$ cat src/rtl/core/sau_pkg.sv
// Package for the stack arithmetic unit: word and depth constants, command,
// status and action codes, and the cell control struct.
// No dependencies.
package sau_pkg;

    localparam int WORD_W  = 32;
    localparam int DEPTH   = 64;
    localparam int CNT_W   = $clog2(DEPTH + 1);
    localparam int CMD_W   = 3;
    localparam int STAT_W  = 3;
    localparam int DIV_CNT_W = $clog2(WORD_W);

    localparam logic [CMD_W-1:0] CMD_PUSH = 3'd0;
    localparam logic [CMD_W-1:0] CMD_POP  = 3'd1;
    localparam logic [CMD_W-1:0] CMD_ADD  = 3'd2;
    localparam logic [CMD_W-1:0] CMD_SUB  = 3'd3;
    localparam logic [CMD_W-1:0] CMD_DIV  = 3'd4;
    localparam logic [CMD_W-1:0] CMD_MUL  = 3'd5;

    localparam logic [STAT_W-1:0] ST_OK        = 3'd0;
    localparam logic [STAT_W-1:0] ST_POP_EMPTY = 3'd1;
    localparam logic [STAT_W-1:0] ST_TOO_FEW   = 3'd2;
    localparam logic [STAT_W-1:0] ST_DIV_ZERO  = 3'd3;
    localparam logic [STAT_W-1:0] ST_FULL      = 3'd4;

    localparam logic [1:0] ACT_NONE  = 2'd0;
    localparam logic [1:0] ACT_PUSH  = 2'd1;
    localparam logic [1:0] ACT_POP   = 2'd2;
    localparam logic [1:0] ACT_ARITH = 2'd3;

    typedef struct packed {
        logic take_up;
        logic take_down;
    } t_cell_ctl;

endpackage

$ cat src/rtl/core/sau_divider.sv
// Restoring unsigned divider, one quotient bit per cycle.
// Depends on sau_pkg.
module sau_divider (
    input  logic                       i_clk,
    input  logic                       i_rst_n,
    input  logic                       i_start,
    input  logic [sau_pkg::WORD_W-1:0] i_dividend,
    input  logic [sau_pkg::WORD_W-1:0] i_divisor,
    output logic                       o_done,
    output logic [sau_pkg::WORD_W-1:0] o_quotient
);

    logic                          r_busy;
    logic                          r_done;
    logic [sau_pkg::DIV_CNT_W-1:0] r_cnt;
    logic [sau_pkg::WORD_W-1:0]    r_rem;
    logic [sau_pkg::WORD_W-1:0]    r_quo;
    logic [sau_pkg::WORD_W-1:0]    r_dsr;
    logic [sau_pkg::WORD_W:0]      w_shift;
    logic [sau_pkg::WORD_W:0]      w_diff;
    logic                          w_fit;

    assign w_shift = {r_rem, r_quo[sau_pkg::WORD_W-1]};
    assign w_diff  = w_shift - {1'b0, r_dsr};
    assign w_fit   = (w_shift >= {1'b0, r_dsr});

    always_ff @(posedge i_clk) begin
        if (!i_rst_n) begin
            r_busy <= 1'b0;
            r_done <= 1'b0;
            r_cnt  <= '0;
        end else begin
            r_done <= 1'b0;
            if (i_start) begin
                r_busy <= 1'b1;
                r_cnt  <= '0;
            end else if (r_busy) begin
                r_cnt <= r_cnt + 1'b1;
                if (r_cnt == sau_pkg::DIV_CNT_W'(sau_pkg::WORD_W - 1)) begin
                    r_busy <= 1'b0;
                    r_done <= 1'b1;
                end
            end
        end
    end

    always_ff @(posedge i_clk) begin
        if (i_start) begin
            r_rem <= '0;
            r_quo <= i_dividend;
            r_dsr <= i_divisor;
        end else if (r_busy) begin
            r_rem <= w_fit ? w_diff[sau_pkg::WORD_W-1:0] : w_shift[sau_pkg::WORD_W-1:0];
            r_quo <= {r_quo[sau_pkg::WORD_W-2:0], w_fit};
        end
    end

    assign o_done     = r_done;
    assign o_quotient = r_quo;

endmodule

$ cat config.mk
export PLATFORM = sky130hd
export DESIGN_NAME = sau_divider
export DESIGN_NICKNAME = d
export VERILOG_FILES = /design/src/rtl/core/sau_pkg.sv /design/src/rtl/core/sau_divider.sv
export SDC_FILE = /design/constraint.sdc
export NUM_CORES = 1
export LEC_CHECK = 0
export BUFFER_PORTS_ARGS = -buffer_cell sky130_fd_sc_hd__buf_4
export CORE_AREA = 2 2 111 103
export CTS_CLUSTER_DIAMETER = 120
export DETAILED_ROUTE_END_ITERATION = 8
export DIE_AREA = 0 0 113 105
export PLACE_DENSITY_LB_ADDON = 0.15
export SYNTH_ARGS = -nofsm -noshare
export SYNTH_HDL_FRONTEND = slang
export SYNTH_SLANG_ARGS = --single-unit
$ cat constraint.sdc
create_clock -name i_clk -period 3.7 [get_ports i_clk]
set_input_delay 0.74 -clock i_clk [delete_from_list [all_inputs] [get_ports i_clk]]
set_output_delay 0.74 -clock i_clk [all_outputs]
set_load 0.05 [all_outputs]
=== Word-level counts from Yosys, hierarchy flattened ===
Cells that the tools add are included.

* Output and inout bits: 33
* Input port bits: 67
* Logic and storage cells: 22
* Register bits: 103

* Reductions and logical operators: 3
* $lt $le $gt $ge: 1
* Mux-type cells: 7
* Bitwise gates (word level): 2
* Add/subtract/negate cells: 2
* Eq/ne operators: 1

{| class="wikitable"
|+ Operators by type and width
! kind !! count
|-
| $mux 32 || 3
|-
| $ge 33x32->1 || 1
|-
| $sub 32x32->32 || 1
|-
| $add 5x1->5 const B || 1
|-
| $eq 5x5->1 const B || 1
|-
| $mux 1 || 4
|-
| $reduce_or 3->1 || 1
|-
| $not 1->1 || 2
|-
| $reduce_bool 2->1 || 1
|-
| $reduce_or 2->1 || 1
|}

=== Logic depth before layout (Yosys ltp) ===
* Depth in word-level cells: 4
* Gate-level depth with buffers: 14
* Gate-level depth less buffers: 12

=== Least setup slack after synthesis ===
No wires, ideal clock.

* Path kind: reg2reg
* Start: register r_quo, in the netlist o_quotient[31]
* End: register r_rem[30] in the netlist's numbering
* Path slack: 730 ps
* Setup time: 116 ps
* Stages on the path, launching flop included: 13
* Period minus slack after synthesis: 2970 ps
* Buffers on the path: 0
* Required time: 3584 ps
* Arrival: 2854 ps
* Cell sequence: edfxtp_1 -> inv_1 -> ha_1 -> fa_1 -> nand2b_1 -> a21o_1 -> a21o_1 -> a211o_1 -> a21oi_1 -> o211ai_1 -> a31oi_1 -> xor2_1 -> a31o_1

* Word-level cells in the longest chain between the ends: 2
* Elaborated cells between the ends (all ways): 3
* Those cells by class: add/sub (1); order compare (1); mux (1)

{| class="wikitable"
|+ Ends and longest elaborated chain
! what !! line !! RTL
|-
| from (decl) || sau_divider.sv:17 || <nowiki>logic [sau_pkg::WORD_W-1:0] r_quo;</nowiki>
|-
| from (signal assigned) || sau_divider.sv:50 || <nowiki>r_quo <= i_dividend;</nowiki>
|-
| from (signal assigned) || sau_divider.sv:54 || <nowiki>r_quo <= {r_quo[sau_pkg::WORD_W-2:0], w_fit};</nowiki>
|-
| $sub 32x32->32 or $ge 33x32->1 (tied branches) || sau_divider.sv:24, sau_divider.sv:25 ||
|-
| $mux 32 * || sau_divider.sv:53 || <nowiki>r_rem <= w_fit ? w_diff[sau_pkg::WORD_W-1:0] : w_shift[sau_pkg::WORD_W-1:0];</nowiki>
|-
| to (signal assigned) || sau_divider.sv:53 ||
|-
| to (decl) || sau_divider.sv:16 || <nowiki>logic [sau_pkg::WORD_W-1:0] r_rem;</nowiki>
|}

Mark *: on every way between the ends. The rest lies on a longest branch, timed or not.
A chain may end at the register's enable or synchronous reset.

=== Worst setup path after layout ===
* Start: register r_dsr[10] in the netlist's numbering
* End: register r_rem[28] in the netlist's numbering

* Word-level cells in the longest chain between the ends: 2
* Elaborated cells between the ends (all ways): 3
* Those cells by class: add/sub (1); order compare (1); mux (1)

{| class="wikitable"
|+ Ends and longest elaborated chain
! what !! line !! RTL
|-
| from (decl) || sau_divider.sv:18 || <nowiki>logic [sau_pkg::WORD_W-1:0] r_dsr;</nowiki>
|-
| from (signal assigned) || sau_divider.sv:51 || <nowiki>r_dsr <= i_divisor;</nowiki>
|-
| $sub 32x32->32 or $ge 33x32->1 (tied branches) || sau_divider.sv:24, sau_divider.sv:25 ||
|-
| $mux 32 * || sau_divider.sv:53 ||
|}

Marked as above.

==> impl_metrics.py <==
metrics = {
    "run_status": {
        "status": "complete, no violations",
    },
    "floorplan": {
        "die_h_microns": 105,
        "initial_utilization": 0.562,
        "placeableCoreArea_sq_mm": 0.0106,
        "ioPinCount": 100,
        "placement_rows": 36,
        "dieWidth_microns": 113,
        "floorplan.die_area_sq_mm": 0.0119,
    },
    "sta": {
        "setup-violations-final": 0,
        "final_max_slew_viol_count": 0,
        "slew_headroom": 0.538,
        "min_period_over_period": 0.849,
        "grt_setup_unrepaired": "false",
        "whs_ns": 0.458,
        "hold_viol_final": 0,
        "clock_skew_after_layout_ns": 0.00791,
        "post-route-min-period_ns": 3.14,
        "tightestPinTransition_ns": 0.693,
        "setup_total_negative_slack_ns": 0,
        "fmaxAchievable_mhz": 318,
    },
    "critical_path": {
        "critical_path.reg2reg.startpoint": "r_dsr[10]$_DFFE_PP_",
        "critical_path.max_stage_delay_ns": 0.44,
        "startpoint_type": "register",
        "crit_path_start": "r_dsr[10]$_DFFE_PP_",
        "cp_class": "register to register",
        "worst_ep_arrival_time_ns": 3.35,
        "rrSetupSlack_ns": 0.56,
        "reg2regPathDepth": 12,
        "timing.critical_path.fanout_max": 17,
        "cpMaxStageDelayCell": "o211ai_4",
        "critPathRequiredTime_ns": 3.91,
        "critPathCapture": "r_rem[28]$_SDFFE_PP0P_",
        "crit_chain": "inv_1 > ha_1 > nand4_1 > nor2_1 > a21boi_2 > o311ai_2 > a31o_4 > o2bb2ai_2 > o211ai_4 > buf_4 > mux2i_1 > a211oi_1",
        "crit-reg2reg-capture": "r_rem[28]$_SDFFE_PP0P_",
        "endpoint_kind": "register",
    },
    "route": {
        "detail_route.first_pass.iterations": 4,
        "wl_per_cell_microns": 15.7,
        "route.detailed.vias_per_inst": 5.67,
        "drcViolationCount": 0,
        "num_vias": 4534,
        "drt.antenna.violating_nets": 0,
        "initial_detailed_routing_violation_count": 241,
        "drt-total-wl_microns": 12600,
    },
    "clocking": {
        "cts_tree": "yes",
        "reg_clk_slew_reported_paths_ns": 0.07,
        "cts-resized-gates": 0,
        "cts_buffers": 9,
        "clk_latency_ns": 0.36,
        "cts_htree_levels": 3,
        "cts_sinks": 103,
        "clk_root_buffer_cell": "clkbuf_16",
        "cts_post_setup_buffers_inserted": 0,
        "cts.path.max_buffers": 2,
        "post_cts_hold_buffer_count": 0,
    },
    "global_route": {
        "initial_antenna_violation_count": 0,
        "grt.busiest_layer": "met2",
        "met1_usage": 0.279,
        "grt_pass1_vias": 4514,
        "global_route.overflow_total": 0,
        "global_route.usage.met3": 0.0847,
        "grtUsageTotal": 0.221,
        "grt_max_degree": 57,
        "groute.layer.met2.usage": 0.355,
        "grt_first_pass_wirelength_microns": 21100,
    },
    "final_layout": {
        "num_antenna_cells": 0,
        "final_net_count": 763,
        "share_of_cells_above_drive_strength_1": 0.240,
        "flow.area_growth_from_synthesis_pct": 18.0,
        "final_design_area_no_fill_sq_mm": 0.00705,
    },
    "hold_path": {
        "hold_start": "r_rem[31]$_SDFFE_PP0P_",
        "min-delay-path-class": "register to register",
    },
    "power": {
        "ir_drop_mv": 0.410,
        "total_leakage_power_nw": 2.98,
        "power-per-cell-area_mw_per_mm2": 439,
        "finalPower_mw": 3.09,
    },
    "synthesis": {
        "yosysWarnings": 0,
        "synth_top_cell_by_area": "edfxtp_1",
        "yosys_register_bits": 103,
        "flip_flop_cell_with_the_highest_count_after_synthesis": "edfxtp_1",
        "synth_top_cells_by_count": "64 x edfxtp_1, 44 x inv_1, 42 x nor2_1, 41 x nand2_1, 39 x dfxtp_1",
        "synth.area.top_cells": "edfxtp_1 32%, dfxtp_1 13%, ha_1 7.1%",
        "synth_cells": 575,
        "synth_edf_count": 64,
        "synth.top_cell.area_share": 0.322,
        "synthesized_area_sq_mm": 0.00597,
        "synth.yosys.seq_area_share": 0.453,
        "mappedNetlistNets": 677,
        "synthMostInstantiatedCell": "edfxtp_1",
        "post_synth.cell_area_avg_sq_um": 10.4,
        "postSynth.asyncResetShare": 0,
        "count_of_different_cell_masters_after_synthesis": 58,
    },
    "flow_run": {
        "max_cap_violations": 0,
    },
    "placement": {
        "gp_congestion": 0.952,
        "hpwlAfterDp_microns": 9230,
        "io_buffers": 99,
        "dpl_cell_area_sq_mm": 0.00678,
    },
}
==> layer usage <==
layer  part of all wire  wire (microns)
met2               0.47            5940
met1               0.44            5550
met3              0.072             905
met5                  0               0
met4              0.014             177
==> kinds of logic (layout without fill, tap and decap cells) <==
logic type      Yosys count  after routing  share of synthesized area
compound gates          141            141                      0.166
simple gates            131            131                      0.101
flops                   103            103                      0.453
buf+inv                  74            165                     0.0528
mux                      60             60                      0.107
fa+ha+maj                35             35                     0.0746
xor+xnor                 31             31                     0.0455
==> per-stage QoR <==
| stage | cells | utilization | worst slack, ns |
|---|---|---|---|
| 6_report | 799 | 0.663 | 0.560 |
| 4_1_cts | 799 | 0.663 | 0.522 |
| 5_1_grt | 799 | 0.663 | 0.311 |
| 3_5_place_dp | 783 | 0.637 | 0.556 |
| 3_3_place_gp | 783 | 0.637 | 0.701 |
| 2_1_floorplan | 575 | - | 0.730 |
==> state kept, by name, indices dropped and copies added, names as in the netlist <==
signal and cells:
r_cnt 5, r_rem 32, r_dsr 32, o_done 1
o_quotient 32, r_busy 1
==> layout by cell type (no fill, tap or decap), types with 4 or more instances in the layout <==
master     count
buf_4        105
o21bai_1       5
nor2_1        42
o211ai_1       6
xor2_1        15
nand2b_1       5
nand3_1       11
nor2b_1        4
nor3_1         6
o21a_1         6
ha_1          34
dfxtp_1       39
and3_1         5
nand4_1        7
mux2i_1       27
o21ai_0       18
o21ai_1        7
a21oi_1       29
a21o_1        15
edfxtp_1      64
mux2_2        33
xnor2_1       16
a31oi_1       10
a211oi_1      20
inv_1         44
clkbuf_16      9
nand2_1       41
==> worst min-delay path by stage <==
stage	endpoint	slack, ns	cells after the start
floorplan	r_rem[31]$_SDFFE_PP0P_	0.43	2
global placement	r_rem[31]$_SDFFE_PP0P_	0.44	2
detailed placement	r_rem[31]$_SDFFE_PP0P_	0.45	2
CTS	r_rem[31]$_SDFFE_PP0P_	0.46	2
global route	r_rem[19]$_SDFFE_PP0P_	0.52	2
finish	r_rem[31]$_SDFFE_PP0P_	0.46	2
==> final cells by class <==
class | count | area [sq um]
fill | 849 | 3580
multi-input combinational | 398 | 2950
sequential | 103 | 2700
timing repair buffer | 105 | 788
clock buffer | 10 | 229
tap | 133 | 166
inverter | 44 | 165
clock inverter | 6 | 42.5
==> power by group <==
group / internal (mW) / leakage [nW] / switching, mW
Sequential: 1.33 / 0.954 / 0.0512
Clock: 0.460 / 0.131 / 0.434
Combinational: 0.331 / 1.89 / 0.489
==> worst max-delay path, delay by kind of cell (launching register included) <==
| kind | cells | cell delay (ns) |
|---|---|---|
| AOI/OAI and AO/OA | 6 | 1.37 |
| adders and majority gates | 1 | 0.39 |
| buffers and inverters | 2 | 0.39 |
| DFF | 1 | 0.34 |
| muxes | 1 | 0.23 |
| and+or+nand+nor | 2 | 0.26 |
(Power assumes the default switching activity.)
