==> config.mk <==
export PLATFORM = sky130hd
export DESIGN_NAME = sau_cell
export DESIGN_NICKNAME = d
export VERILOG_FILES = /design/src/rtl/core/sau_pkg.sv /design/src/rtl/core/sau_cell.sv
export SDC_FILE = /design/constraint.sdc
export NUM_CORES = 1
export LEC_CHECK = 0
export ABC_AREA = 1
export BUFFER_PORTS_ARGS = -buffer_cell sky130_fd_sc_hd__buf_2
export CAP_MARGIN = 20
export CORE_MARGIN = 2
export CORE_UTILIZATION = 31
export DETAILED_ROUTE_END_ITERATION = 12
export PLACE_DENSITY = 0.72
export SLEW_MARGIN = 15
export SYNTH_ARGS = -nofsm -noshare
export SYNTH_HDL_FRONTEND = slang
export SYNTH_SLANG_ARGS = --single-unit
==> constraint.sdc <==
create_clock -name i_clk -period 2.7 [get_ports i_clk]
set_input_delay 0.675 -clock i_clk [delete_from_list [all_inputs] [get_ports i_clk]]
set_output_delay 0.675 -clock i_clk [all_outputs]
set_load 0.1 [all_outputs]
==> src/rtl/core/sau_pkg.sv <==
// Package for the stack arithmetic unit: word and depth constants, command,
// status and action codes, and the cell control struct.
// No dependencies.
package sau_pkg;

    localparam int WORD_W  = 32;
    localparam int DEPTH   = 64;
    localparam int CNT_W   = $clog2(DEPTH + 1);
    localparam int CMD_W   = 3;
    localparam int STAT_W  = 3;
    localparam int DIV_CNT_W = $clog2(WORD_W);

    localparam logic [CMD_W-1:0] CMD_PUSH = 3'd0;
    localparam logic [CMD_W-1:0] CMD_POP  = 3'd1;
    localparam logic [CMD_W-1:0] CMD_ADD  = 3'd2;
    localparam logic [CMD_W-1:0] CMD_SUB  = 3'd3;
    localparam logic [CMD_W-1:0] CMD_DIV  = 3'd4;
    localparam logic [CMD_W-1:0] CMD_MUL  = 3'd5;

    localparam logic [STAT_W-1:0] ST_OK        = 3'd0;
    localparam logic [STAT_W-1:0] ST_POP_EMPTY = 3'd1;
    localparam logic [STAT_W-1:0] ST_TOO_FEW   = 3'd2;
    localparam logic [STAT_W-1:0] ST_DIV_ZERO  = 3'd3;
    localparam logic [STAT_W-1:0] ST_FULL      = 3'd4;

    localparam logic [1:0] ACT_NONE  = 2'd0;
    localparam logic [1:0] ACT_PUSH  = 2'd1;
    localparam logic [1:0] ACT_POP   = 2'd2;
    localparam logic [1:0] ACT_ARITH = 2'd3;

    typedef struct packed {
        logic take_up;
        logic take_down;
    } t_cell_ctl;

endpackage

==> src/rtl/core/sau_cell.sv <==
// One stack entry: holds a word and takes the word of its upper or lower
// neighbor when told. Depends on sau_pkg.
module sau_cell (
    input  logic                     i_clk,
    input  sau_pkg::t_cell_ctl       i_ctl,
    input  logic [sau_pkg::WORD_W-1:0] i_up,
    input  logic [sau_pkg::WORD_W-1:0] i_down,
    output logic [sau_pkg::WORD_W-1:0] o_word
);

    logic [sau_pkg::WORD_W-1:0] r_word;

    always_ff @(posedge i_clk) begin
        if (i_ctl.take_up) begin
            r_word <= i_up;
        end else if (i_ctl.take_down) begin
            r_word <= i_down;
        end
    end

    assign o_word = r_word;

endmodule

=== Word level (Yosys, flattened, before mapping) ===
Index checks and enable logic that the tools add are counted.
W data, S select, Z words.

* Order comparisons: 0
* Shifts and indexed selects: 0
* Bitwise operators: 0
* Equal/unequal tests: 0
* Divide/modulo/power cells: 0
* Multiply operators: 0
* Add/subtract/negate cells: 0
* Multiplexer cells: 2
* Reductions and logical operators: 1

{| class="wikitable"
|+ Operator list
! operator !! count
|-
| $mux W32 || 2
|-
| $reduce_bool A2 Y1 || 1
|}

* Memory bits (read-only): 0
* Bits in writable memories: 0
* Output and inout port bits: 32
* Latch bits: 0
* Register bits: 32
* Memories kept: 0
* Input bits: 67

=== Depth between registers and ports, before layout ===
Gate-level depths: netlist of the first run.

* Word-level depth: 2
* Depth in mapped cells: 5
* Mapped depth without buffers: 3

=== Worst setup path before layout of the first run ===
OpenSTA, ideal clock, no wires.

* Kind: input port to flip-flop
* Start: input i_ctl[1] (netlist bit)
* End: register r_word, in the netlist o_word[0], enable pin
* Path buffers: 1
* Stages on the path: 2
* Data arrival time: 1.306 ns
* Setup slack: 1.065 ns
* Setup time: 0.329 ns
* Cell sequence: buf_6 or2_2

* Longest elaborated chain between the ends: 1

{| class="wikitable"
|+ RTL lines
! item !! line !! RTL
|-
| start, declared || sau_cell.sv:5 || <nowiki>input sau_pkg::t_cell_ctl i_ctl,</nowiki>
|-
| $reduce_bool A2 Y1 (no source line) || -- ||
|-
| end signal, assigned || sau_cell.sv:15 || <nowiki>r_word <= i_up;</nowiki>
|-
| end signal, assigned || sau_cell.sv:17 || <nowiki>r_word <= i_down;</nowiki>
|-
| end, declared || sau_cell.sv:11 || <nowiki>logic [sau_pkg::WORD_W-1:0] r_word;</nowiki>
|}

No other way between the ends.
A chain may end at the register's enable or synchronous reset.

=== Worst setup path after layout of the first run ===
* Start: input i_ctl[1] (netlist bit)
* End: register r_word, in the netlist o_word[15], enable pin

Same word-level chain as after synthesis.

==> results.cfg, run 1 <==
[clock_network]
cts.clk_slew.worst_paths_ns = 0.06
root_buffer = clkbuf_8
cts_resized = 0
clock_sinks = 32
cts_buffers = 5
post-cts-setup-buffers = 0
htree_num_levels = 2
ctsHoldBuffers = 0
cts_tree = done
clock_path_buffers = 2

[place]
dpl.hpwl_um = 2260
io_buffers = 98
globalplace.congestion = 0.713

[yosys]
synth-seq-cells = 32
synth_cells = 137
yosysWarnings = 0
syn_nets = 204
synth.cell_area_mm2 = 0.00140
syn_avg_cell_area_um2 = 10.2
ys_types = 6
synth-seq-area-share_pct = 68.6

[setup_path]
crit_chain = buf_2 -> or2_2
crit_path_start_kind = input pin
crit_end = o_word[15]
cp.depth = 2
required_ns = 2.60
path_max_fanout = 32
path_buf_inv = 1
critical_path.top_delay_family = simple AND/OR/NAND/NOR gates
setup.worst_path.class = input pin to flop
crit_arrival_ns = 1.69
cp-end-kind = flop
critPathLaunch = i_ctl[1]
crit_slowest_cell = or2_2
cpPeakStageDelay_ns = 0.69

[power]
pwr-share-seq_pct = 41.6
finalPower_mw = 1.49
p_sw_uw = 633
comb_power_share_pct = 37.2
intPower_uw = 862
power.density_mw_per_mm2 = 760
worst_ir_drop_vdd_v = 0.000255
p_leak_nw = 1.05
switching_share_pct = 42.3
clock_power_share_pct = 21.2

[die]
dieArea_mm2 = 0.00507
die_h_um = 71.2
io_pins = 99
coreArea_mm2 = 0.00435
start_util_pct = 32.2
die_w_um = 71.2
row_count = 24

[finish]
syn_to_final_growth_pct = 40.3
multi_input_area_um2 = 367
diodes = 0
drive_above_1_share_pct = 45.3
fin_nets = 303
largest_reg_flops = 32
seqCellArea_um2 = 961
fillerInstances = 433

[sta]
whs_ns = 0.661
fmax_mhz = 558
relSlewSlack_pct = 48.8
tightest_slew_ns = 0.768
setup_viol = 0
fin_crit_sh_pct = 66.4
fin_crit_ns = 1.79
hold_violations = 0
tns_ns = 0
slew_violations = 0
rsz0062_at_grt = no

[grt]
antenna_found_initial = 0
grt_pass1_vias = 1117
grt_overflow_total = 0
grt_usage_pct = 12.2
grt_max_degree = 33
grt_pass1_wl_um = 4710

[route]
antenna_left = 0
wl_um = 3080
via_per_inst = 4.25
vias = 1216
drc = 0
wire_per_inst_um = 10.8
drt-pass1-iter-count = 4
drtIter0Drc = 52

[min_path]
holdPathStages = 3
worstHoldPathType = input pin to flop

[job]
maxCapViolations = 0

[status]
status = completed
## metrics by stage
| stage | std cells | instance area, um^2 | util, % | setup WS, ns |
|---|---|---|---|---|
| 6_report | 286 | 1970 | 45.1 | 0.909 |
| 5_1_grt | 286 | 1970 | 45.1 | 0.806 |
| 4_1_cts | 286 | 1970 | 45.1 | 0.888 |
| 3_5_place_dp | 281 | 1900 | 43.6 | 0.593 |
| 3_3_place_gp | 281 | 1900 | 43.6 | 0.659 |
| 2_1_floorplan | 137 | 1400 | - | 1.06 |
## power groups by stage
stage | combinational (mW) | sequential, mW | clock, mW
2_1_floorplan | 0.0590 | 1.03 | 0
3_3_place_gp | 0.555 | 0.632 | 0
3_5_place_dp | 0.559 | 0.633 | 0
4_1_cts | 0.559 | 0.622 | 0.328
5_1_grt | 0.578 | 0.626 | 0.346
6_report | 0.556 | 0.622 | 0.317
## cells in the final DEF (no fill, tap or decap)
cell | synthesis | routed
buf_2 | 0 | 98
nand2_1 | 96 | 96
edfxtp_1 | 32 | 32
clkbuf_8 | 0 | 5
inv_4 | 1 | 1
or2_2 | 1 | 1
buf_4 | 3 | 1
## worst min-delay path by stage
stage	slack [ns]	startpoint	to
after floorplan	0.85	i_down[0]	o_word[0]
after global placement	0.94	i_down[2]	o_word[2]
after detailed placement	0.94	i_down[26]	o_word[26]
after CTS	0.65	i_down[26]	o_word[26]
after global routing	0.66	i_down[29]	o_word[29]
final	0.66	i_down[19]	o_word[19]
## Yosys cell counts (all sizes together)
cell type	number	area share, %
buf	7	4.8
or2	1	0.45
edfxtp	32	69
inv	1	0.45
nand2	96	26
## cell type report
class | count | area share (%)
flip-flops and latches | 32 | 48.9
inverters | 1 | 0.318
multi-input cells | 97 | 18.7
well taps | 52 | 3.31
clock buffers | 5 | 3.50
repair buffers | 99 | 25.3
## cell families after synthesis
family | count (synthesis) | synth area share, %
buffers and inverters | 8 | 5.27
DFF | 32 | 68.6
and+or+nand+nor | 97 | 26.2
## per-layer routing
metal | GRT usage, % | vias up | routed length, um | share of wire [%]
li1 | - | 631 | - | -
met1 | 12.8 | 526 | 1210 | 39
met2 | 21.1 | 57 | 1550 | 50
met3 | 5.06 | 2 | 296 | 9.6
met4 | 5.66 | 0 | 29 | 0.94
met5 | 0 | - | 0 | 0
No activity file was read; power rests on OpenSTA's default activity.
==> run 2: changes to the inputs <==
==> constraint.sdc (replaced) <==
create_clock -name i_clk -period 1.7 [get_ports i_clk]
set_input_delay 0.425 -clock i_clk [delete_from_list [all_inputs] [get_ports i_clk]]
set_output_delay 0.425 -clock i_clk [all_outputs]
set_load 0.1 [all_outputs]
==> results.cfg, run 2 (synthesis gave the netlist of run 1 again) <==
[status]
status = completed

[setup_path]
required_ns = 1.27
crit_path_start_kind = flop
crit_slowest_cell = buf_2
crit_arrival_ns = 1.03
cpPeakStageDelay_ns = 0.42
setup.worst_path.class = flop to output port
critical_path.top_delay_family = buffers and inverters
cp.depth = 1
critPathLaunch = o_word[28]
path_buf_inv = 1
path_max_fanout = 1
cp-end-kind = output port
crit_chain = buf_2
crit_end = o_word[28]

[power]
finalPower_mw = 2.39
power.density_mw_per_mm2 = 1210
p_leak_nw = 1.05
worst_ir_drop_vdd_v = 0.000450

[finish]
layout.cells.most_common_list = 98 x buf_2, 96 x nand2_1, 32 x edfxtp_1, 5 x clkbuf_8, 2 x clkinv_1
diodes = 0
syn_to_final_growth_pct = 40.8
largest_reg_flops = 32
multi_input_area_um2 = 367
fin_nets = 303
seqCellArea_um2 = 961
drive_above_1_share_pct = 44.9
final_common_cell = buf_2
utilization_pct = 45.3
fillerInstances = 440
finalNonFillerCells = 288

[die]
io_pins = 99
row_count = 24
dieArea_mm2 = 0.00507
coreArea_mm2 = 0.00435
start_util_pct = 32.2
die_h_um = 71.2
die_w_um = 71.2

[clock_network]
cts_resized = 0
ctsHoldBuffers = 0
htree_num_levels = 2
cts_tree = done
post-cts-setup-buffers = 0
clock_sinks = 32
cts.clk_slew.worst_paths_ns = 0.06
clock_path_buffers = 2
root_buffer = clkbuf_8
cts_buffers = 5

[grt]
antenna_found_initial = 0
met2_usage_pct = 21.1
grtUsageMet3_pct = 3.52
grt_pass1_vias = 1123
grt_usage_pct = 12.5
grt_pass1_wl_um = 4860
grt_overflow_total = 0
grt_busiest_layer = met2
grt_use_met1_pct = 13.9
grt_max_degree = 34

[route]
drtIter0Drc = 75
wire_per_inst_um = 10.5
wl_um = 3010
vias = 1235
drt-pass1-iter-count = 4
drc = 0
via_per_inst = 4.29
antenna_left = 0

[sta]
tightest_slew_ns = 0.742
rsz0062_at_grt = no
fin_crit_sh_pct = 85.7
hold_violations = 0
relSlewSlack_pct = 50.5
slew_violations = 0
setup_viol = 0
fin_crit_ns = 1.46
fmax_mhz = 687
tns_ns = 0
setup_ws_ns = 0.244

[min_path]
worstHoldPathType = input pin to flop

[place]
dpl.hpwl_um = 2190
dpl.cell_count = 281
place_ws_ns = 0.181
globalplace.congestion = 0.665
io_buffers = 98

[job]
maxCapViolations = 0
run 2: changes by cell type in the layout (fill, tap and decap cells not counted):
cell      delta
clkinv_1     +2
run 2: routing by layer:
metal / vias to the layer above / share of wire (%)
li1: 631 / -
met3: 5 / 9.9
met4: 0 / 2.2
met1: 538 / 38
met2: 61 / 50
met5: - / 0
run 2: report_power, final:
group / total, mW / internal (mW) / switching [mW] / leakage, nW
registers: 0.987 / 0.969 / 0.0173 / 0.330
clock network: 0.521 / 0.269 / 0.252 / 0.0391
logic: 0.882 / 0.136 / 0.746 / 0.682
run 2: worst min path at each step:
stage                          start         end  slack [ns]  cells past startpoint
after CTS                 i_down[27]  o_word[27]        0.40                      3
after global placement     i_down[2]   o_word[2]        0.69                      3
after global routing      i_down[11]  o_word[11]        0.42                      3
final                     i_down[27]  o_word[27]        0.41                      3
after floorplan            i_down[0]   o_word[0]        0.60                      2
after detailed placement  i_down[27]  o_word[27]        0.69                      3
run 2: area by class of cell:
cell class	count	share of cell area, %
flip-flops and latches	32	48.7
repair buffers	99	25.2
multi-input cells	97	18.6
clock buffers	5	3.49
well taps	52	3.30
clock inverters	2	0.380
inverters	1	0.317
run 2: worst min-delay path: cells and delay by family:
kind	cells	cell delay, ns
buf+inv	1	0.07
simple gates	2	0.08
run 2: through the flow:
step / hold WS, ns / cell area [um^2]
2_1_floorplan: 0.604 / 1400
4_1_cts: 0.398 / 1970
3_3_place_gp: 0.689 / 1900
6_report: 0.406 / 1970
3_5_place_dp: 0.693 / 1900
5_1_grt: 0.415 / 1970
==> run 3: changes to the inputs <==
--- a/config.mk
+++ b/config.mk
@@ -9,9 +9,10 @@
 export BUFFER_PORTS_ARGS = -buffer_cell sky130_fd_sc_hd__buf_2
 export CAP_MARGIN = 20
 export CORE_MARGIN = 2
-export CORE_UTILIZATION = 31
+export CORE_UTILIZATION = 40
 export DETAILED_ROUTE_END_ITERATION = 12
-export PLACE_DENSITY = 0.72
+export MAX_ROUTING_LAYER = met4
+export PLACE_DENSITY = 0.87
 export SLEW_MARGIN = 15
 export SYNTH_ARGS = -nofsm -noshare
 export SYNTH_HDL_FRONTEND = slang
==> results.cfg, run 3 (synthesis gave the netlist of run 1 again) <==
[grt]
grt_usage_pct = 16.6
antenna_found_initial = 0
grt_use_met1_pct = 17.6
met2_usage_pct = 28.7
grt_pass1_wl_um = 5060
grt_overflow_total = 0
grt_busiest_layer = met2
grtUsageMet3_pct = 5.18
grt_pass1_vias = 1215
grt_max_degree = 34

[finish]
largest_reg_flops = 32
finalNonFillerCells = 283
multi_input_area_um2 = 367
final_area_mm2 = 0.00194
layout.cells.most_common_list = 98 x buf_2, 96 x nand2_1, 32 x edfxtp_1, 5 x clkbuf_4, 2 x clkbuf_1
seqCellArea_um2 = 961
drive_above_1_share_pct = 44.7
fillerInstances = 339
syn_to_final_growth_pct = 38.3
final_common_cell = buf_2
diodes = 0
fin_nets = 303

[clock_network]
ctsHoldBuffers = 0
cts_tree = done
post-cts-setup-buffers = 0
htree_num_levels = 2
root_buffer = clkbuf_4
clock_path_buffers = 2
cts.clk_slew.worst_paths_ns = 0.09
cts_buffers = 5
cts_resized = 0
clock_sinks = 32

[setup_path]
cpPeakStageDelay_ns = 0.44
crit_chain = buf_2
setup.worst_path.class = flop to output port
crit_arrival_ns = 1.14
critPathLaunch = o_word[30]
crit_slowest_cell = buf_2
critical_path.top_delay_family = buffers and inverters
path_buf_inv = 1
crit_path_start_kind = flop
path_max_fanout = 1
required_ns = 1.27
cp-end-kind = output port

[route]
antenna_left = 0
wl_um = 3000
vias = 1240
drt-pass1-iter-count = 4
drc = 0
drtIter0Drc = 58
wire_per_inst_um = 10.6
via_per_inst = 4.38

[min_path]
hp-start = i_down[1]
worstHoldPathType = input pin to flop

[place]
place_area_mm2 = 0.00189
globalplace.congestion = 0.760
io_buffers = 98
dpl.hpwl_um = 2200
dpl.cell_count = 275

[sta]
setup_viol = 0
fmax_mhz = 639
slew_violations = 0
tns_ns = 0
hold_violations = 0
rsz0062_at_grt = no
fin_crit_ns = 1.56
fin_crit_sh_pct = 92.0
relSlewSlack_pct = 51.5
tightest_slew_ns = 0.727

[die]
die_h_um = 63.2
row_count = 21
io_pins = 99
die_w_um = 63.2
start_util_pct = 41.7
dieArea_mm2 = 0.00399
coreArea_mm2 = 0.00336

[power]
intPower_mw = 1.26
comb_power_share_pct = 38.9
clock_power_share_pct = 17.4
switching_share_pct = 44.2
p_leak_nw = 1.04
power.density_mw_per_mm2 = 1170
pwr-share-seq_pct = 43.6
worst_ir_drop_vdd_v = 0.000514
p_sw_mw = 1.00

[status]
status = completed

[job]
maxCapViolations = 0
run 3: tightest hold or removal path, cell delays in order:
cell     delay (ns)
buf_2          0.07
nand2_1        0.04
nand2_1        0.04
run 3: metal layers:
layer	vias up	part of all wire, %
met5	-	0
met4	0	1.5
met3	4	9.1
met2	64	51
met1	538	38
li1	634	-
run 3: layout make-up:
cell class	instances	area share (%)
multi-input combinational	97	18.9
clock inverter	1	0.194
tap	46	2.97
sequential	32	49.6
inverter	1	0.323
timing repair buffer	99	25.7
clock buffer	7	2.32
run 3: final timing paths:
kind	endpoint	slack [ns]	cells past startpoint
setup / recovery	o_word[30]	0.14	1
hold / removal	o_word[1]	0.37	3
run 3: power by group through the flow:
stage / clock network, mW / registers, mW / logic (mW)
3_3_place_gp: 0 / 1.00 / 0.879
2_1_floorplan: 0 / 1.64 / 0.0937
4_1_cts: 0.405 / 0.990 / 0.885
5_1_grt: 0.448 / 0.996 / 0.916
3_5_place_dp: 0 / 1.01 / 0.885
6_report: 0.394 / 0.988 / 0.882
run 3: through the flow:
step | hold slack [ns] | util [%] | setup WS (ns) | power (mW)
6_report | 0.366 | 57.6 | 0.135 | 2.26
5_1_grt | 0.347 | 57.6 | 0.0952 | 2.36
4_1_cts | 0.352 | 57.6 | 0.123 | 2.28
3_5_place_dp | 0.691 | 56.2 | 0.203 | 1.89
3_3_place_gp | 0.688 | 56.2 | 0.219 | 1.88
2_1_floorplan | 0.604 | - | 0.315 | 1.74
